`src/hdl/tfn_pkg.sv`:
```
// Shared constants and pipeline record types for the triangle face normal block.
// No dependencies; every other file in hdl/ imports this package.
package tfn_pkg;

  localparam int COORD_BITS  = 24;                  // vertex coordinate width, Q8.16
  localparam int EDGE_W      = COORD_BITS + 1;      // edge vector component
  localparam int PROD_W      = 2 * EDGE_W;          // one partial cross product term
  localparam int MAG_W       = PROD_W;              // cross product magnitude
  localparam int WORD_W      = 64;                  // normalization frame
  localparam int AMT_W       = 6;                   // shift amount in the frame
  localparam int NORM_STEPS  = 6;                   // 32, 16, 8, 4, 2, 1
  localparam int CM_W        = 31;                  // scaled magnitude, top bit at 30
  localparam int SQ_W        = 2 * CM_W;
  localparam int SUM_W       = 64;
  localparam int ROOT_W      = 32;
  localparam int SQRT_STEPS  = SUM_W / 2;
  localparam int FRAC_BITS   = 14;                  // normal fraction bits, Q1.14
  localparam int QUO_W       = FRAC_BITS + 1;       // quotient never exceeds 2^FRAC_BITS
  localparam int REM_W       = ROOT_W + FRAC_BITS + 1;
  localparam int OUT_W       = 16;
  localparam int IN_W        = 9 * COORD_BITS;
  localparam int RES_W       = 3 * OUT_W;

  // Leading-zero normalization record
  typedef struct packed {
    logic                        valid;
    logic                        deg;
    logic [2:0]                  neg;
    logic [2:0][WORD_W-1:0]      mag;
    logic [WORD_W-1:0]           orw;
    logic [AMT_W-1:0]            amt;
  } tfn_norm_t;

  // Digit-by-digit square root record
  typedef struct packed {
    logic                        valid;
    logic                        deg;
    logic [2:0]                  neg;
    logic [2:0][CM_W-1:0]        cm;
    logic [SUM_W-1:0]            x;
    logic [SUM_W-1:0]            root;
    logic [SUM_W-1:0]            one;
  } tfn_sqrt_t;

  // Restoring division record, three lanes sharing one divisor
  typedef struct packed {
    logic                        valid;
    logic                        deg;
    logic [2:0]                  neg;
    logic [2:0][REM_W-1:0]       rem;
    logic [REM_W-1:0]            dvs;
    logic [2:0][QUO_W-1:0]       quo;
  } tfn_div_t;

endpackage

```
`src/hdl/tfn_div_cell.sv`:
```
// One restoring division cell: one quotient bit for each of the three lanes.
// Depends on tfn_pkg.
module tfn_div_cell (
  input  logic              clk,
  input  logic              rst,
  input  logic              en,
  input  tfn_pkg::tfn_div_t din,
  output tfn_pkg::tfn_div_t dout
);
  import tfn_pkg::*;

  tfn_div_t nxt;

  always_comb begin
    nxt     = din;
    nxt.dvs = din.dvs >> 1;
    for (int i = 0; i < 3; i++) begin
      if (din.rem[i] >= din.dvs) begin
        nxt.rem[i] = din.rem[i] - din.dvs;
        nxt.quo[i] = {din.quo[i][QUO_W-2:0], 1'b1};
      end else begin
        nxt.quo[i] = {din.quo[i][QUO_W-2:0], 1'b0};
      end
    end
  end

  always_ff @(posedge clk) begin
    if (rst) begin
      dout <= '0;
    end else if (en) begin
      dout <= nxt;
    end
  end

endmodule
```
`config.mk`:
```
export PLATFORM = sky130hd
export DESIGN_NAME = tfn_div_cell
export DESIGN_NICKNAME = d
export VERILOG_FILES = /design/src/hdl/tfn_pkg.sv /design/src/hdl/tfn_div_cell.sv
export SDC_FILE = /design/constraint.sdc
export NUM_CORES = 1
export LEC_CHECK = 0
export ABC_AREA = 1
export BUFFER_PORTS_ARGS = -buffer_cell sky130_fd_sc_hd__buf_2
export CAP_MARGIN = 10
export CORE_MARGIN = 2
export CORE_UTILIZATION = 30
export CTS_CLUSTER_DIAMETER = 200
export CTS_CLUSTER_SIZE = 24
export DETAILED_ROUTE_END_ITERATION = 16
export PLACE_DENSITY = 0.61
export SLEW_MARGIN = 40
export SYNTH_ARGS = -nofsm -noshare
export SYNTH_HDL_FRONTEND = slang
export SYNTH_SLANG_ARGS = --single-unit
```
`constraint.sdc`:
```
create_clock -name clk -period 5.6 [get_ports clk]
set_input_delay 1.12 -clock clk [delete_from_list [all_inputs] [get_ports clk]]
set_output_delay 1.12 -clock clk [all_outputs]
set_load 0.02 [all_outputs]
```
# Word-level counts from Yosys, hierarchy flattened
# Index checks and enable logic that the tools add are counted.
# word_totals
register_bits	237
word_cells	22
# op_classes
add_sub_neg	3
n_lt_le_gt_ge	3
muxes	6
# ops
cell	n
>= comparator 47 bit	3
two-way mux 47 bit	3
subtractor 47 bit	3
two-way mux 1 bit	3

# Depth between registers and ports, before layout
# logic_depth
ltp_word	2
depth_mapped	20
mapped_depth_nobuf	19

# Worst setup path after synthesis
# No wires, ideal clock.
# synth_path
kind	input port to flip-flop
start	input din[46] (netlist bit)
end	register dout[142] (netlist bit)
setup_ns	0.109
t_arrival_ns	2.769
path_slack_ns	2.722
stages	17
path_buffers	1
path_cell_list	inv_1 -> ha_1 -> nand3_1 -> nand2_1 -> nand2_1 -> nand2_2 -> nand2_1 -> nand2_1 -> nand2_1 -> nand2_2 -> nand2_4 -> nand2_8 -> buf_6 -> o21ai_0 -> nand2_1 -> nand2_1 -> inv_1
# synth_between
elab_chain_cells	2
# synth_lines
element	line_no	source
from (decl)	tfn_div_cell.sv:7	input tfn_pkg::tfn_div_t din,
subtractor 47 bit or >= comparator 47 bit (tied branches)	tfn_div_cell.sv:19, tfn_div_cell.sv:18	
two-way mux 47 bit *	tfn_div_cell.sv:18	if (din.rem[i] >= din.dvs) begin
to (signal assigned)	tfn_div_cell.sv:31	dout <= nxt;
to (decl)	tfn_div_cell.sv:8	output tfn_pkg::tfn_div_t dout
# Every way passes the cells marked *; elsewhere a longest branch is shown, timed or not.
# A chain may end at the register's enable or synchronous reset.

# Worst setup path after layout
# layout_path
start	input din[71] (netlist bit)
end	register dout[213] (netlist bit)
# Same word-level chain as after synthesis.

==> summary.md <==
| Metric | Value |
|---|---|
| Status | complete, no violations |
| HP Start | dout[176] |
| Post-CTS Setup Bufs | 0 |
| Crit Path Max Fanout | 54 |
| Total I/O pin count | 479 |
| Largest net degree at the start of global routing | 163 |
| Clk sink count | 237 |
| Final Hold Fails | 0 |
| Worst R2R Start | dout[127] |
| Mapped cell area | 0.0225 mm² |
| CTS Hold Bufs | 0 |
| Least-Margin Pin Slew | between 0.8 and 0.9 ns |
| IO buf count | 474 |
| Critical path arrival | roughly 4.4 ns |
| Cell mode on critical path | nand2_1 |
| Leakage | 15.5 nW |
| Starting Density | between 30% and 40% |
| Max Freq | 255 MHz |
| Worst-Skew Late Latency | 0.55 ns |
| #FFs+latches synth | 237 |
| Worst setup endpoint | dout[213] |
| Cell Chain, Critical Path | buf_2 -> inv_1 -> buf_4 -> ha_1 -> nand2_1 -> inv_1 -> nand2_1 -> nand2_1 -> nand2_1 -> nand2_1 -> a21oi_1 -> nand2_2 -> nand2_4 -> nand2_8 -> inv_4 -> nand2_1 -> nand3_1 -> nand2_1 -> inv_1 |
| Global placement routability congestion | just under 1 |
| Crit. End Element | register |
| Power Density | 210 mW/mm² |
| Syn_nets | about 4500 |
| CP Class | in2reg |
| Largest register FFs | 237 |
| Largest Register | dout |
| Full die area | 0.0773 mm² |
| Worst R2R Path Depth | 4 |
| Worst r2r dst | dout[127] |
| Die Y | 278 µm |
| First-pass GRT wire length | 149000 µm |
| WL/cell | 19.0 µm |
| TNS Setup | 0 ns |
| Largest regs | dout (237) |
| CTS buffer count | 13 |
| DRC violations left | 0 |
| Overall routed net length | 104000 µm |
| Post-synth EDFFs | 0 |
| Final setup viols | 0 |
| Reg-to-reg setup timing slack | 4.88 ns |
| Ys async rst share | 0% |
| Largest area contributor in the netlist | nand2_1 |
| Clk_skew | 0 ns |
| Maxcap violations | 0 |
| H-tree Lvls | 1 |
| Reg clk slew, reported paths | ~0.1 ns |
| Largest vdd supply drop | 0.152 mV |
| Row count | 100 |
| Seq/Total Area, Yosys | 21.1% |
| Congestion Overflow GR | 0 |
| Core ar. | approximately 0.074 mm² |
| Clock Path Buffers | 3 |
| Post-synth top area share | about a quarter |
| Dominant cells by area after synthesis | nand2_1 24%, dfxtp_1 21%, inv_1 13% |
| Final Cycle Share | 69.9% |
| Worst path slowest cell | inv_1 |
| Gate Count Post-Synth | 4116 |
| Ys Warns | 0 |
| Hold Crit Class | reg2reg |
| Resized Gates After CTS | 0 |
| 1st-pass router iterations | 6 |
| DP Worst Slack | approximately 1.2 ns |
| RSZ-0062 raised after global routing | no |
| Slowest stage delay, CP | 0.54 ns |
| Vias in the first global route | 23689 |
| CP startpoint | din[71] |
| Yosys cell types | 39 |
| Worst EP required | around 6 ns |
| Fin. max-slew vios | 0 |
| Top cells by count, synth | 1432 x nand2_1, 783 x inv_1, 545 x nor2_1, 266 x nand3_1, 237 x dfxtp_1 |
| Overall Global Routing Usage | 25.7% |
| Post-route setup slack | 1.69 ns |
| Critical path startpoint category | primary input |
| DIE WIDTH | 278 µm |
| Initial antenna violation count | 15 |
| Drt initial violations | 2109 |
| Final nets | 4890 |
| Layout cell share with drive strength beyond 1 | 12.3% |
| Detailed-route via count | 25808 |
| CTS root buf | clkbuf_16 |
| Post-DP HPWL | 84800 µm |
| Syn-to-layout area delta | 15.1% |
| Relative slew slack | 44.0% |
| Synth Area per Inst | 5.47 µm² |
| Min Tclk post-route | 3.91 ns |
| Primary FF master, synth | dfxtp_1 |
| TritonCTS clock tree | done |
| Most frequent cell after synthesis | nand2_1 |
| Post-DRT Antenna Nets | 0 |
| Number of vias per cell | 4.71 |
## power breakdown
part / leakage [nW] / internal (mW) / total, mW / switching [mW]
Sequential: 1.97 / 1.83 / 1.90 / 0.0712
Combinational: 13.3 / 0.749 / 2.46 / 1.71
Clock: 0.169 / 0.427 / 1.07 / 0.648
## metrics by stage
step           total power, mW  instance area [µm²]  instances  hold WS (ns)  util [%]
2_1_floorplan             3.56                22500       4116         0.545         -
3_3_place_gp              4.36                25600       5458         0.452      34.4
3_5_place_dp              4.37                25600       5458         0.453      34.4
4_1_cts                   5.46                25900       5473         0.470      34.9
5_1_grt                   5.79                25900       5478         0.490      34.9
6_report                  5.44                25900       5478         0.468      34.9
## cell type report
| cell class | count | area, µm² |
|---|---|---|
| Fill cell | 8626 | 48400 |
| Multi-Input combinational cell | 2969 | 14100 |
| Sequential cell | 237 | 4740 |
| Inverter | 801 | 3020 |
| Timing Repair Buffer | 483 | 2480 |
| Tap cell | 969 | 1210 |
| Clock buffer | 13 | 325 |
| Clock inverter | 2 | 13.8 |
| Antenna cell | 4 | 10.0 |
## worst max-delay path: cells and delay by family
kind            cells  cell delay [ns]
buf+inv             6             1.36
fa+ha+maj           1             0.28
simple gates       11             1.39
compound gates      1             0.17
## cell usage in the layout, fill, tap and decap left out, types with 13 or more instances in the layout
cell       count
nor3_1        22
buf_2        472
ha_1         141
nand4_1       29
nand3b_1      31
inv_1        782
xor2_1        64
clkbuf_16     13
a21oi_1      194
o21ai_1       16
dfxtp_1      237
nor2_1       545
nand2_2       15
o21ai_0      120
o21bai_1      22
xnor2_1       14
nand2_1     1432
nand3_1      266
## cell families (layout without fill, tap and decap cells)
kind of cell             after synthesis  after routing  synth area share, %
AO/OA/AOI/OAI                        366            366                 8.55
flip-flops                           237            237                 21.1
XOR/XNOR                              78             78                 3.03
other                                  1              5               0.0167
buffers and inverters                910           1299                 16.2
adder cells (fa/ha/maj)              144            144                 8.10
AND/OR/NAND/NOR                     2380           2380                 43.1
## per-layer routing
metal / part of all wire, % / wire [µm] / GRT usage [%]
met5: 0.034 / 35 / 0
met4: 2.7 / 2850 / 7.04
met3: 6.4 / 6600 / 3.52
met2: 46 / 47600 / 43.4
met1: 45 / 46700 / 34.1
## worst min-delay path by stage
stage | endpoint | slack, ns | depth (start not counted)
final | dout[176] | 0.47 | 2
after global routing | dout[186] | 0.49 | 2
after CTS | dout[185] | 0.47 | 2
after detailed placement | dout[185] | 0.45 | 2
after global placement | dout[134] | 0.45 | 2
after floorplan | dout[129] | 0.55 | 2
Power figures use the tool's default switching activity.
