File: src/hdl/tfn_pkg.sv
// Shared constants and pipeline record types for the triangle face normal block.
// No dependencies; every other file in hdl/ imports this package.
package tfn_pkg;

  localparam int COORD_BITS  = 24;                  // vertex coordinate width, Q8.16
  localparam int EDGE_W      = COORD_BITS + 1;      // edge vector component
  localparam int PROD_W      = 2 * EDGE_W;          // one partial cross product term
  localparam int MAG_W       = PROD_W;              // cross product magnitude
  localparam int WORD_W      = 64;                  // normalization frame
  localparam int AMT_W       = 6;                   // shift amount in the frame
  localparam int NORM_STEPS  = 6;                   // 32, 16, 8, 4, 2, 1
  localparam int CM_W        = 31;                  // scaled magnitude, top bit at 30
  localparam int SQ_W        = 2 * CM_W;
  localparam int SUM_W       = 64;
  localparam int ROOT_W      = 32;
  localparam int SQRT_STEPS  = SUM_W / 2;
  localparam int FRAC_BITS   = 14;                  // normal fraction bits, Q1.14
  localparam int QUO_W       = FRAC_BITS + 1;       // quotient never exceeds 2^FRAC_BITS
  localparam int REM_W       = ROOT_W + FRAC_BITS + 1;
  localparam int OUT_W       = 16;
  localparam int IN_W        = 9 * COORD_BITS;
  localparam int RES_W       = 3 * OUT_W;

  // Leading-zero normalization record
  typedef struct packed {
    logic                        valid;
    logic                        deg;
    logic [2:0]                  neg;
    logic [2:0][WORD_W-1:0]      mag;
    logic [WORD_W-1:0]           orw;
    logic [AMT_W-1:0]            amt;
  } tfn_norm_t;

  // Digit-by-digit square root record
  typedef struct packed {
    logic                        valid;
    logic                        deg;
    logic [2:0]                  neg;
    logic [2:0][CM_W-1:0]        cm;
    logic [SUM_W-1:0]            x;
    logic [SUM_W-1:0]            root;
    logic [SUM_W-1:0]            one;
  } tfn_sqrt_t;

  // Restoring division record, three lanes sharing one divisor
  typedef struct packed {
    logic                        valid;
    logic                        deg;
    logic [2:0]                  neg;
    logic [2:0][REM_W-1:0]       rem;
    logic [REM_W-1:0]            dvs;
    logic [2:0][QUO_W-1:0]       quo;
  } tfn_div_t;

endpackage

File: src/hdl/tfn_norm_cell.sv
// One leading-zero normalization cell: shift left by its amount if the top bits are clear.
// Depends on tfn_pkg.
module tfn_norm_cell (
  input  logic               clk,
  input  logic               rst,
  input  logic               en,
  input  tfn_pkg::tfn_norm_t din,
  output tfn_pkg::tfn_norm_t dout
);
  import tfn_pkg::*;

  logic [WORD_W-1:0] mask;
  logic              hit;
  tfn_norm_t         nxt;

  always_comb begin
    mask    = ~({WORD_W{1'b1}} >> din.amt);
    hit     = (din.orw & mask) == '0;
    nxt     = din;
    nxt.amt = din.amt >> 1;
    if (hit) begin
      nxt.orw = din.orw << din.amt;
      for (int i = 0; i < 3; i++) begin
        nxt.mag[i] = din.mag[i] << din.amt;
      end
    end
  end

  always_ff @(posedge clk) begin
    if (rst) begin
      dout <= '0;
    end else if (en) begin
      dout <= nxt;
    end
  end

endmodule

File: config.mk
export PLATFORM = sky130hd
export DESIGN_NAME = tfn_norm_cell
export DESIGN_NICKNAME = d
export VERILOG_FILES = /design/src/hdl/tfn_pkg.sv /design/src/hdl/tfn_norm_cell.sv
export SDC_FILE = /design/constraint.sdc
export NUM_CORES = 1
export LEC_CHECK = 0
export BUFFER_PORTS_ARGS = -buffer_cell sky130_fd_sc_hd__buf_2
export CAP_MARGIN = 10
export CORE_MARGIN = 2
export CORE_UTILIZATION = 39
export CTS_BUF_LIST = sky130_fd_sc_hd__clkbuf_4 sky130_fd_sc_hd__clkbuf_8 sky130_fd_sc_hd__clkbuf_16
export CTS_CLUSTER_DIAMETER = 50
export DETAILED_ROUTE_END_ITERATION = 8
export PLACE_DENSITY_LB_ADDON = 0.2
export SLEW_MARGIN = 5
export SYNTH_ARGS = -nofsm -noshare
export SYNTH_HDL_FRONTEND = slang
export SYNTH_SLANG_ARGS = --single-unit
File: constraint.sdc
create_clock -name clk -period 3.1 [get_ports clk]
set_input_delay 0.31 -clock clk [delete_from_list [all_inputs] [get_ports clk]]
set_output_delay 0.31 -clock clk [all_outputs]
set_load 0.02 [all_outputs]
## Word-level counts from Yosys, hierarchy flattened

Cells that the tools add are included.

- Input port bits: 270
- Register bits after elaboration: 266
- Logic and storage cells: 17
- Output and inout port bits: 267

- Muxes and demuxes: 1
- Reduce and logical (&&, ||, !) cells: 1
- Shift-type cells: 5
- Bitwise gates (word level): 2

Operators by type and width:

| operator | count |
|---|---|
| $mux W256 | 1 |
| $shl A64 B6 Y64 | 4 |
| $and A64 B64 Y64 | 1 |
| $logic_not A64 Y1 | 1 |
| $not A64 Y64 | 1 |
| $shr A64 B6 Y64 const A | 1 |

## Depth between registers and ports, before layout

- Depth in word-level cells: 5
- Depth in mapped cells: 14
- Gate-level depth less buffers: 7

## Least setup slack after synthesis

No wires, ideal clock.

- Path kind: input to register
- Start: in din[0] (netlist bit)
- End: reg dout[65] (netlist bit)
- Library setup time: 0.127 ns
- Path buffers: 5
- Stages on the path: 12
- Setup slack: 0.390 ns
- Required time: 2.973 ns
- Arrival: 2.583 ns
- Cells stage by stage: buf_6 -> buf_8 -> buf_12 -> buf_6 -> buf_6 -> mux2_2 -> mux4_2 -> mux4_2 -> nand2_1 -> o21ai_1 -> nand4_1 -> o211ai_1

- Cells in the longest elaborated chain, start to end: 5
- Elaborated cells between the ends (all ways): 6
- Classes of those cells: shift (2); mux (1); bitwise (2); reduce/logical (1)

Ends and longest elaborated chain:

| what | RTL line | text |
|---|---|---|
| start, declared | tfn_norm_cell.sv:7 | `input tfn_pkg::tfn_norm_t din,` |
| $shr A64 B6 Y64 | tfn_norm_cell.sv:17 | `mask = ~({WORD_W{1'b1}} >> din.amt);` |
| $not A64 Y64 | tfn_norm_cell.sv:17 |  |
| $and A64 B64 Y64 | tfn_norm_cell.sv:18 | `hit = (din.orw & mask) == '0;` |
| $logic_not A64 Y1 | tfn_norm_cell.sv:18 |  |
| $mux W256 * | tfn_norm_cell.sv:21 | `if (hit) begin` |
| end signal, assigned | tfn_norm_cell.sv:33 | `dout <= nxt;` |
| end, declared | tfn_norm_cell.sv:8 | `output tfn_pkg::tfn_norm_t dout` |

Mark *: on every way between the ends. The rest lies on a longest branch, timed or not.
A chain may end at the register's enable or synchronous reset.

## Worst setup path in the final report

- Start: in din[0] (netlist bit)
- End: reg dout[69] (netlist bit)

Same word-level chain as after synthesis.

==> out/results.tsv <==
metric	value	unit
status	finished clean	
cts_tree	done	
clk_pin_slew	0.06	ns
grt_pass1_wl	257000	um
largest_register	dout	
timing.final.ws_setup	0.232	ns
drt_pass1_iterations	6	
dp_slack	-0.181	ns
ant_nets	0	
post_cts_buffers	0	
ios	537	
syn_nets	3435	
die-area	0.0739	mm2
cts-resized-gates	0	
crit_buf_inv	4	
die_w	272	um
seqPwrFrac	23.9	%
crit_chain	buf_8 -> buf_12 -> mux4_2 -> mux2i_1 -> mux2_2 -> mux2i_1 -> a221oi_1 -> buf_4 -> o311a_1 -> buf_12 -> nor3_2	
drt_wl_total	187000	um
hold_buffers	5	
cts_root_buffer	clkbuf_16	
reg.largest.list	dout x266	
arrival	3.39	ns
rows	98	
critPathMaxFanout	20	
hold_viol	0	
post-route-drc-count	0	
clockPowerShare	32.3	%
area_growth	34.8	%
finalCriticalPeriod	2.87	ns
cts.sinks	266	
max_stage_delay	0.78	ns
grtUsageTotal	48.7	%
clkLatencyLatePin	0.59	ns
hold_depth	3	
gr-total-overflow	0	
powerDensity	422	mW/mm2
vdd_drop_max	0.000400	V
slew_violations	0	
fin_skew	0	ns
die_h	272	um
ys_warn_count	0	
drt-initial-drc-count	5023	
max_freq	0.349	GHz
vias	35200	
vias_per_cell	6.96	
synth-seq-cells	266	
p_leak	16.2	nW
grt_max_degree	157	
hp-class	in2reg	
synth_edf_count	0	
cts_buffers	43	
drive_gt1_share	42.1	%
syn-cell-area	0.0280	mm2
initial_core_util	39.3	%
cts.htree.levels	2	
cp_top_family	multiplexers	
critPathSlowestCell	mux2i_1	
crit_required	3.62	ns
wl_per_cell	37.0	um
ys.flop_type	dfxtp_1	
slew_headroom	20.3	%
intPower	9.63	mW
tns	0	ns
share_comb_of_total_power	43.9	%
finalCritPeriodShare	92.5	%
worstSetupStartpointType	input port	
seq_area_frac_synth	19.0	%
largest_register_ffs	266	
reg2regPathDepth	2	
power_switching	6.30	mW
layout.nets	4344	
syn_avg_cell_area	8.84	um2
io_buffers	535	
antenna_found_initial	15	
worst_pin_slew	1.19	ns
grt_pass1_vias	33300	
synthCells	3165	
clockBufferDepth	3	
synth_cell_types	86	
place.gp.congestion	1.13	
totalPowerFinal	15.9	mW
core	0.0712	mm2
whs	0.0247	ns
rsz0062_at_grt	no	
endpoint_kind	flop	
crit_type	in2reg	
cap_violations	0	
hpwl	147000	um
async_flop_share	0	%
cp.depth	11	
swShare	39.5	%
finalSetupViolations	0	
==> cell type report <==
cell class	instances	area (um2)
well taps	950	1190
clock inverters	18	238
repair buffers	1241	8930
flip-flops and latches	266	5330
diodes	6	15.0
inverters	43	174
multi-input cells	2479	20600
fillers	6908	33500
clock buffers	56	1250
==> tightest hold or removal path, stage by stage <==
cell and delay (ns):
buf_2 0.11, o21ai_0 0.07, a31oi_1 0.08
==> cells by family (layout without fill, tap and decap cells) <==
group | Yosys count | count (layout) | share of synthesized area (%)
and+or+nand+nor | 889 | 889 | 14.2
DFF | 266 | 266 | 19.0
AOI/OAI and AO/OA | 951 | 951 | 24.1
buffers and inverters | 420 | 1358 | 7.61
other | 1 | 7 | 0.0134
muxes | 638 | 638 | 35.1
==> metrics by stage <==
stage	cells	util, %	instance area [um2]
detailed placement	4974	50.8	36200
CTS	5053	53.0	37700
finish	5059	53.0	37700
global route	5054	53.0	37700
floorplan	3165	-	28000
global placement	4974	50.8	36200
==> per-layer routing <==
metal  GRT usage [%]  share of wire [%]
met1            59.2                 36
met5               0              0.018
met3            12.2                 12
met4            39.2                9.8
met2            73.4                 43
==> synthesized netlist by cell type, types with 12 or more instances <==
| cell type | count | area [um2] |
|---|---|---|
| o21ai_0 | 180 | 901 |
| o21ai_1 | 16 | 80.1 |
| o211ai_1 | 30 | 225 |
| a222oi_1 | 16 | 160 |
| o31ai_1 | 23 | 173 |
| and2_1 | 35 | 219 |
| o211a_1 | 17 | 170 |
| a31oi_1 | 27 | 169 |
| or3_1 | 12 | 75.1 |
| a221oi_1 | 21 | 184 |
| a311oi_1 | 24 | 210 |
| o311ai_0 | 37 | 324 |
| a22oi_1 | 17 | 128 |
| buf_4 | 31 | 233 |
| a221o_1 | 39 | 390 |
| mux2_2 | 117 | 1320 |
| o2111ai_1 | 23 | 201 |
| and3_1 | 19 | 119 |
| mux2i_1 | 256 | 2560 |
| nand2b_1 | 16 | 100 |
| a32oi_1 | 13 | 114 |
| clkbuf_1 | 173 | 649 |
| nand2_1 | 345 | 1290 |
| inv_1 | 40 | 150 |
| mux4_2 | 256 | 5770 |
| o22ai_1 | 35 | 219 |
| nand3_1 | 81 | 405 |
| dfxtp_1 | 266 | 5330 |
| o311ai_1 | 14 | 123 |
| buf_1 | 26 | 97.6 |
| nor3_1 | 36 | 180 |
| nor2_1 | 252 | 946 |
| buf_2 | 112 | 561 |
| o221ai_1 | 42 | 368 |
| a211oi_1 | 110 | 826 |
| buf_6 | 30 | 338 |
| nand4_1 | 51 | 319 |
| a21oi_1 | 161 | 806 |
==> power groups by stage <==
stage,sequential [mW],combinational [mW],clock [mW]
5_1_grt,3.81,7.10,5.29
4_1_cts,3.79,6.70,5.14
3_5_place_dp,3.86,6.67,0
2_1_floorplan,4.08,2.91,0
6_report,3.80,6.99,5.14
3_3_place_gp,3.86,6.68,0
==> path summary, 6_finish.rpt <==
check             from        end  slack [ns]
min reg2reg    dout[6]    dout[6]        0.46
max reg2reg  dout[185]  dout[185]        2.10
max             din[0]   dout[69]        0.23
min           din[133]  dout[133]        0.02
==> cells in the final DEF (no fill, tap or decap), drive strengths merged, types with 11 or more instances in the layout <==
master	instances
buf	1234
a31oi	27
mux4	260
mux2	122
nor4	13
and3	19
a32oi	13
a22oi	19
nand4	51
a211oi	110
nor3	40
nor2	255
o211ai	30
dfxtp	266
clkbuf	58
o21ai	197
o311ai	51
o2111ai	23
mux2i	256
a222oi	16
or3	12
nand3	82
inv	49
and2	37
a311oi	24
nand2b	16
o31ai	23
o22ai	35
a21oi	162
a221oi	22
nand2	345
a221o	39
o211a	17
a22o	11
o221ai	42
Power figures use the tool's default switching activity.
