==> src/hdl/tfn_pkg.sv <==
// Shared constants and pipeline record types for the triangle face normal block.
// No dependencies; every other file in hdl/ imports this package.
package tfn_pkg;

  localparam int COORD_BITS  = 24;                  // vertex coordinate width, Q8.16
  localparam int EDGE_W      = COORD_BITS + 1;      // edge vector component
  localparam int PROD_W      = 2 * EDGE_W;          // one partial cross product term
  localparam int MAG_W       = PROD_W;              // cross product magnitude
  localparam int WORD_W      = 64;                  // normalization frame
  localparam int AMT_W       = 6;                   // shift amount in the frame
  localparam int NORM_STEPS  = 6;                   // 32, 16, 8, 4, 2, 1
  localparam int CM_W        = 31;                  // scaled magnitude, top bit at 30
  localparam int SQ_W        = 2 * CM_W;
  localparam int SUM_W       = 64;
  localparam int ROOT_W      = 32;
  localparam int SQRT_STEPS  = SUM_W / 2;
  localparam int FRAC_BITS   = 14;                  // normal fraction bits, Q1.14
  localparam int QUO_W       = FRAC_BITS + 1;       // quotient never exceeds 2^FRAC_BITS
  localparam int REM_W       = ROOT_W + FRAC_BITS + 1;
  localparam int OUT_W       = 16;
  localparam int IN_W        = 9 * COORD_BITS;
  localparam int RES_W       = 3 * OUT_W;

  // Leading-zero normalization record
  typedef struct packed {
    logic                        valid;
    logic                        deg;
    logic [2:0]                  neg;
    logic [2:0][WORD_W-1:0]      mag;
    logic [WORD_W-1:0]           orw;
    logic [AMT_W-1:0]            amt;
  } tfn_norm_t;

  // Digit-by-digit square root record
  typedef struct packed {
    logic                        valid;
    logic                        deg;
    logic [2:0]                  neg;
    logic [2:0][CM_W-1:0]        cm;
    logic [SUM_W-1:0]            x;
    logic [SUM_W-1:0]            root;
    logic [SUM_W-1:0]            one;
  } tfn_sqrt_t;

  // Restoring division record, three lanes sharing one divisor
  typedef struct packed {
    logic                        valid;
    logic                        deg;
    logic [2:0]                  neg;
    logic [2:0][REM_W-1:0]       rem;
    logic [REM_W-1:0]            dvs;
    logic [2:0][QUO_W-1:0]       quo;
  } tfn_div_t;

endpackage

==> src/hdl/tfn_sqrt_cell.sv <==
// One square root cell: resolves one root bit per cycle while en is high.
// Depends on tfn_pkg.
module tfn_sqrt_cell (
  input  logic               clk,
  input  logic               rst,
  input  logic               en,
  input  tfn_pkg::tfn_sqrt_t din,
  output tfn_pkg::tfn_sqrt_t dout
);
  import tfn_pkg::*;

  logic [SUM_W-1:0] trial;
  tfn_sqrt_t        nxt;

  always_comb begin
    trial   = din.root + din.one;
    nxt     = din;
    nxt.one = din.one >> 2;
    if (din.x >= trial) begin
      nxt.x    = din.x - trial;
      nxt.root = (din.root >> 1) + din.one;
    end else begin
      nxt.root = din.root >> 1;
    end
  end

  always_ff @(posedge clk) begin
    if (rst) begin
      dout <= '0;
    end else if (en) begin
      dout <= nxt;
    end
  end

endmodule

==> config.mk <==
export PLATFORM = sky130hd
export DESIGN_NAME = tfn_sqrt_cell
export DESIGN_NICKNAME = d
export VERILOG_FILES = /design/src/hdl/tfn_pkg.sv /design/src/hdl/tfn_sqrt_cell.sv
export SDC_FILE = /design/constraint.sdc
export NUM_CORES = 1
export LEC_CHECK = 0
export BUFFER_PORTS_ARGS = -buffer_cell sky130_fd_sc_hd__buf_2
export CAP_MARGIN = 5
export CORE_AREA = 3 3 224 226
export CTS_BUF_LIST = sky130_fd_sc_hd__clkbuf_2
export DETAILED_ROUTE_END_ITERATION = 8
export DIE_AREA = 0 0 227 229
export GPL_ROUTABILITY_DRIVEN = 0
export PLACE_DENSITY = 0.72
export SLEW_MARGIN = 40
export SYNTH_ARGS = -nofsm -noshare
export SYNTH_HDL_FRONTEND = slang
export SYNTH_SLANG_ARGS = --single-unit
==> constraint.sdc <==
create_clock -name clk -period 7.87 [get_ports clk]
set_input_delay 1.1805 -clock clk [delete_from_list [all_inputs] [get_ports clk]]
set_output_delay 1.1805 -clock clk [all_outputs]
set_load 0.02 [all_outputs]
# [Yosys cells after proc, flatten, opt, wreduce, memory -nomap -nowiden]
# Cells that the tools add are included.
[totals] ff_bits=288 input_bits=293 word_cells=15
[op_classes] addsub=3 order_cmp=1 n_mux=2
[op_table] cell="$mux W64" n=2
[op_table] cell="$add A63 B64 Y64" n=1
[op_table] cell="$add A64 B64 Y64" n=1
[op_table] cell="$ge A64 B64 Y1" n=1
[op_table] cell="$sub A64 B64 Y64" n=1

# [Longest topological paths before layout]
# Gate-level depths: netlist of the first run.
[logic_depth] ltp_word=3 depth_mapped=29 mapped_depth_nobuf=26

# [Worst setup path after synthesis of the first run]
# OpenSTA, ideal clock, no wires.
[synth_timing] path_kind="input-to-reg" startpoint="input din[0] (netlist name)" endpoint="register dout[133] (netlist name)" t_arrival_ps=5969 t_required_ps=7779 slack_ps=1810 path_stages=25 n_path_buf=2 cell_sequence="ha_1 inv_1 fa_1 nor2b_1 o21a_2 o21a_2 o41ai_4 o31a_2 o31ai_4 a2111oi_4 o41a_1 o21a_2 o21a_1 xor2_1 ha_1 a21o_1 a21oi_1 o211ai_1 a22oi_1 nand3_1 o21ai_2 buf_2 buf_2 nand2_1 a311oi_1"
[synth_between] elab_chain_len=3 word_cells_on_any_way=4 cone_classes="add/sub (2); order compare (1); mux (1)"
[synth_rtl] item="start: declaration" line="tfn_sqrt_cell.sv:7" text="input tfn_pkg::tfn_sqrt_t din,"
[synth_rtl] item="$add A64 B64 Y64 *" line="tfn_sqrt_cell.sv:16" text="trial = din.root + din.one;"
[synth_rtl] item="$sub A64 B64 Y64 / $ge A64 B64 Y1 (equally long branches)" line="tfn_sqrt_cell.sv:20, tfn_sqrt_cell.sv:19"
[synth_rtl] item="$mux W64 *" line="tfn_sqrt_cell.sv:19" text="if (din.x >= trial) begin"
[synth_rtl] item="end signal: assignment" line="tfn_sqrt_cell.sv:31" text="dout <= nxt;"
[synth_rtl] item="end: declaration" line="tfn_sqrt_cell.sv:8" text="output tfn_pkg::tfn_sqrt_t dout"
# Mark *: on every way between the ends. The rest lies on a longest branch, timed or not.
# A chain may end at the register's enable or synchronous reset.

# [Worst setup path after layout of the first run]
[layout_timing] startpoint="input din[0] (netlist name)" endpoint="register dout[122] (netlist name)"
[layout_between] elab_chain_len=3 word_cells_on_any_way=4 cone_classes="add/sub (2); order compare (1); mux (1)"
[layout_rtl] item="$add A64 B64 Y64" line="tfn_sqrt_cell.sv:16"
[layout_rtl] item="$ge A64 B64 Y1" line="tfn_sqrt_cell.sv:19"
[layout_rtl] item="$mux W64 *" line="tfn_sqrt_cell.sv:19"
# Marked as above.

==> metrics.txt, run 1 <==
status=complete, no violations; DR vias/cell=just under 6; Critical Path Source Type=input port; Yosys warning total=0; clock sinks=288; Largest register FFs=288; final cell count without fillers=4059; Avg WL per Cell=roughly 20 µm; Worst-Skew Late Latency=1000 ps; drt initial violations=between 1500 and 2000; FP Rows=81; fillers=around 4700; max_cap viols=0; Unique masters post-synth=between 100 and 150; RSZ-0062 raised after global routing=no; Primary FF master, synth=dfxtp_1; DRT Wirelength=between 80 and 90 mm; Die Area=between 50000 and 60000 µm²; max-slew violation count=0; Biggest register=dout; met1 Use GR=0.401; GRT overflow=0; Post-Synthesis Mean Instance Area=7.84 µm²; Worst Skew=0 ps; Peak VDD IR=0.000119 V; Fin Setup TNS=0 ps; HPWL after DPL=64.1 mm; post-route minimum period=just over 6000 ps; most frequent cells in the layout=buf_2, nor2_1, dfxtp_1, a21oi_1, nand2_1; hold_buf cts=0; gr busiest metal=met2; # resized after CTS=0; TritonCTS clock tree=done; crit share post-route=0.790; critical path data arrival time=between 7000 and 8000 ps; number of remaining DRC errors=0; Antenna Nets Post-Route=0; setup-violating endpoint count in the final report=0; post-CTS setup buffers=0; share of the yosys chip area belonging to registers=0.255; Bufs on Longest Clock Path=3; final hold viol count=0; met3 global-route usage=0.0668; area grow syn2layout=16.9%; part of the power in registers=0.305; Nets=between 3000 and 4000; drt pass-1 iters=8; vias in the first global route=21700; initial antenna violation count=14; number of buffers created by CTS=81; Hold WS=between 300 and 400 ps; Inst Count DP=3911; initial core utilization=0.466; global-route wire length before repair=between 100 and 150 mm; synthesized cell area=between 20000 and 25000 µm²; layout cells sized above 1=0.224; crit-path max FO=just over 90; Net Sw Frac=0.448; min-delay worst type=in -> reg; commonest non-fill, non-tap cell in the layout=buf_2; CORE AREA=48500 µm²; crit path kind=in -> reg; Port Buffers=580; die span in y=229 µm; Psw=between 2 and 2.5 mW; asr flop ratio synth=0; clk slew on worst S/H paths=~90 ps; DIE WIDTH=227 µm; Yosys reg bits=between 200 and 300; crit end category=flop; met2 usage=0.458; GRT Total Usage=0.296; CP max stage delay=620 ps; pwr dens=205 nW/µm²; Critical-path top delay cell=o41ai_1; Slew @ Worst Pin=~760 ps; combinational share of power=0.491; largest registers=dout: 288 flops; normalized max-slew margin=0.492; Post-synth EDFFs=0; delay-heaviest family, CP=compound AO/OA/AOI/OAI gates; via count=about 23000; Lkg Pwr=roughly 13 nW; Pint=roughly 3.0 mW; Mapped Cells=between 2000 and 3000; f_max=about 160 MHz; critical path required time=about 8800 ps; Clock power frac=0.203; Ports=between 500 and 600; H-tree levels=3; clk root buf=clkbuf_2; crit path buf inv count=3; Total Power=5.44 mW; pin count of the biggest net entering global routing=110
worst register-to-register path: stages, from the launching register on:
cell and delay [ps]:
dfxtp_1 390, nor2_1 60, a211oi_1 240, o21a_1 150
Yosys cell counts, types with 38 or more instances:
cell type  instances  area, µm²
xor2_1            64        561
nand3_1           47        235
nand4_1           64        400
a21o_1           141       1060
a31oi_1           40        250
nand2_1          218        818
mux2i_1          187       1870
a21oi_1          245       1230
dfxtp_1          288       5770
inv_1             55        206
a211oi_1          69        518
ha_1             190       2380
xnor2_1          101        885
nor2_1           415       1560
o21ai_0          136        681
o21bai_1          38        285
clkbuf_1         136        510
stage by stage:
| stage | area [µm²] | worst slack (ps) | utilization |
|---|---|---|---|
| 2_1_floorplan | 22600 | 1810 | - |
| 3_3_place_gp | 25700 | 962 | 0.529 |
| 3_5_place_dp | 25700 | 865 | 0.530 |
| 4_1_cts | 26400 | 1930 | 0.545 |
| 5_1_grt | 26500 | 1390 | 0.545 |
| 6_report | 26500 | 1660 | 0.545 |
per-layer routing:
layer | up-vias | part of all wire
met5 | - | 0.00059
met4 | 8 | 0.038
met3 | 186 | 0.087
met2 | 1061 | 0.44
met1 | 10700 | 0.44
li1 | 11500 | -
cells by family after synthesis:
logic type,Yosys count,share of synthesized area
DFF,288,0.255
AOI/OAI and AO/OA,911,0.272
and+or+nand+nor,893,0.174
muxes,188,0.0834
xor gates and xnor gates,165,0.0638
adders and majority gates,193,0.108
other,1,0.000166
buffers and inverters,248,0.0441
path summary, 6_finish.rpt:
| check | start | to | slack (ps) | cells past startpoint |
|---|---|---|---|---|
| max | din[0] | dout[122] | 1660 | 27 |
| max reg2reg | dout[181] | dout[181] | 7000 | 3 |
| min | din[241] | dout[241] | 380 | 3 |
| min reg2reg | dout[187] | dout[187] | 470 | 2 |
power by group through the flow:
stage	registers, mW	clock network (mW)	logic, mW
detailed placement	1.69	0	2.63
CTS	1.66	1.15	2.64
floorplan	1.85	0	1.74
global placement	1.69	0	2.62
finish	1.66	1.10	2.67
global route	1.68	1.22	2.92
cell type report:
cell class / count / area, µm² / share of cell area
antenna: 8 / 20.0 / 0.000756
clock buffer: 113 / 566 / 0.0214
clock inverter: 27 / 140 / 0.00529
inverter: 55 / 206 / 0.00780
multi-input combinational: 2352 / 15900 / 0.600
sequential: 288 / 5770 / 0.218
tap: 622 / 778 / 0.0294
timing repair buffer: 594 / 3110 / 0.117
No activity file was read; power rests on OpenSTA's default activity.
==> inputs of run 2 (changes only) <==
--- a/config.mk
+++ b/config.mk
@@ -7,10 +7,10 @@
 export LEC_CHECK = 0
 export BUFFER_PORTS_ARGS = -buffer_cell sky130_fd_sc_hd__buf_2
 export CAP_MARGIN = 5
-export CORE_AREA = 3 3 224 226
+export CORE_AREA = 3 3 228 230
 export CTS_BUF_LIST = sky130_fd_sc_hd__clkbuf_2
 export DETAILED_ROUTE_END_ITERATION = 8
-export DIE_AREA = 0 0 227 229
+export DIE_AREA = 0 0 231 233
 export GPL_ROUTABILITY_DRIVEN = 0
 export PLACE_DENSITY = 0.72
 export SLEW_MARGIN = 40
==> constraint.sdc (replaced) <==
create_clock -name clk -period 5.5 [get_ports clk]
set_input_delay 0.825 -clock clk [delete_from_list [all_inputs] [get_ports clk]]
set_output_delay 0.825 -clock clk [all_outputs]
set_load 0.02 [all_outputs]
==> run 2 against run 1 <==
Effect of this change:
- non-clock buffer count up 599
- count of clock-buffer cells in the layout down 5
- clock skew unchanged
- first-iteration DRC count up 18%
- sequential power up 44%
- total power up 63%
- routed wire length up 13%
- final area up 20%
- worst setup slack worse by 1500 ps
- clock power up 54%
- combinational power up 80%
==> metrics.txt, run 2 (synthesis results as in run 1) <==
status=complete, no violations; crit path kind=in -> reg; Peak VDD IR=between 0.0002 and 0.00025 V; min-delay worst type=in -> reg; Slew @ Worst Pin=817 ps; drt pass-1 iters=6; via count=between 20000 and 30000; area grow syn2layout=39.9%; Ports=between 500 and 600; commonest non-fill, non-tap cell in the layout=buf_2; TritonCTS clock tree=done; post-route minimum period=about 5400 ps; Critical-path top delay cell=dlygate4sd3_1; Total Power=approximately 9 mW; DIE WIDTH=231 µm; crit share post-route=0.977; Worst-Skew Late Latency=a little over 1000 ps; largest registers=dout: 288 flops; critical path data arrival time=~6300 ps; layout cells sized above 1=0.309; H-tree levels=3; HPWL after DPL=around 70 mm; Port Buffers=580; clock sinks=around 290; Avg WL per Cell=approximately 19 µm; Nets=approximately 4500; number of buffers created by CTS=slightly above 80; die span in y=about 230 µm; clk root buf=clkbuf_2; drt initial violations=between 1500 and 2000; final hold viol count=0; DRT Wirelength=just over 90 mm; normalized max-slew margin=0.455; crit-path max FO=12; max-slew violation count=0; vias in the first global route=approximately 25000; Largest register FFs=288; CP max stage delay=around 530 ps; Die Area=between 50000 and 60000 µm²; GRT Total Usage=0.320; DR vias/cell=around 5.6; Biggest register=dout; clk slew on worst S/H paths=around 90 ps; Critical Path Source Type=input port; CORE AREA=50100 µm²; f_max=186 MHz; post-layout util=0.632; most frequent cells in the layout=buf_2, buf_4, nor2_1, dfxtp_1, a21oi_1; number of remaining DRC errors=0; Bufs on Longest Clock Path=3; initial antenna violation count=26; GRT overflow=0; crit end category=flop; max_cap viols=0; Lkg Pwr=between 15 and 20 nW; DP Worst Slack=-671 ps; initial core utilization=0.452; Worst Skew=0 ps; FP Rows=82; global-route wire length before repair=roughly 140 mm; Antenna Nets Post-Route=0; Inst Count DP=about 4400; setup-violating endpoint count in the final report=0; critical path required time=about 6400 ps; pin count of the biggest net entering global routing=between 150 and 200; pwr dens=approximately 280 nW/µm²; Worst Setup Slack, final=124 ps; final cell count without fillers=between 4000 and 5000
run 2: cell count changes in the layout (fill, tap and decap cells not counted), sizes merged:
| cell | previous run | this run |
|---|---|---|
| clkbuf | 113 | 110 |
| inv | 60 | 59 |
| dlygate4sd3 | 0 | 142 |
| clkinv | 22 | 19 |
| clkinvlp | 0 | 1 |
| bufinv | 0 | 3 |
| diode | 8 | 17 |
| buf | 594 | 1049 |
run 2: worst paths after layout:
path	startpoint	endpoint	slack, ps	cells after the start
max	din[31]	dout[120]	120	27
max reg2reg	dout[113]	dout[113]	4540	3
min	din[3]	dout[1]	150	4
min reg2reg	dout[169]	dout[169]	480	2
run 2: cell type report:
| class | instances | area (µm²) |
|---|---|---|
| fillers | 4456 | 18400 |
| multi-input cells | 2352 | 16000 |
| repair buffers | 1193 | 8060 |
| flip-flops and latches | 288 | 5770 |
| well taps | 672 | 841 |
| clock buffers | 108 | 541 |
| clock inverters | 27 | 218 |
| inverters | 55 | 206 |
| diodes | 17 | 42.5 |
run 2: worst max-delay path, delay by kind of cell:
| family | cells | cell delay, ps |
|---|---|---|
| AOI/OAI and AO/OA | 12 | 2220 |
| buffers and inverters | 8 | 1550 |
| and+or+nand+nor | 4 | 820 |
| adders and majority gates | 2 | 680 |
| xor gates and xnor gates | 1 | 160 |
run 2: what timing repair did:
item,in CTS,in global routing
gates resized for setup,0,18
buffers inserted,0,5
endpoints found under the hold margin,142,0
setup endpoints to repair,0,111
hold buffers,142,0
run 2: where the power goes:
group / total, mW / switching, mW / internal, mW
Sequential: 2.39 / 0.110 / 2.28
Combinational: 4.81 / 2.65 / 2.17
Clock: 1.69 / 0.995 / 0.692
Total: 8.88 / 3.75 / 5.13
run 2: routing by layer:
metal  vias up  GRT usage  part of all wire  routed length, µm
met3       300     0.0753             0.088               8010
met2      1288      0.514              0.45              40800
met5         -          0            0.0013                122
met4        18      0.150             0.048               4380
li1      12700          -                 -                  -
met1     12200      0.407              0.42              37800
run 2: through the flow:
stage | instance area [µm²] | hold WS, ps | setup TNS (ps)
finish | 31700 | 147 | 0
floorplan | 22700 | 536 | 0
CTS | 31400 | 0.281 | 0
detailed placement | 29300 | 462 | -72230
global placement | 29200 | 440 | -65350
global route | 31700 | 58.3 | -200
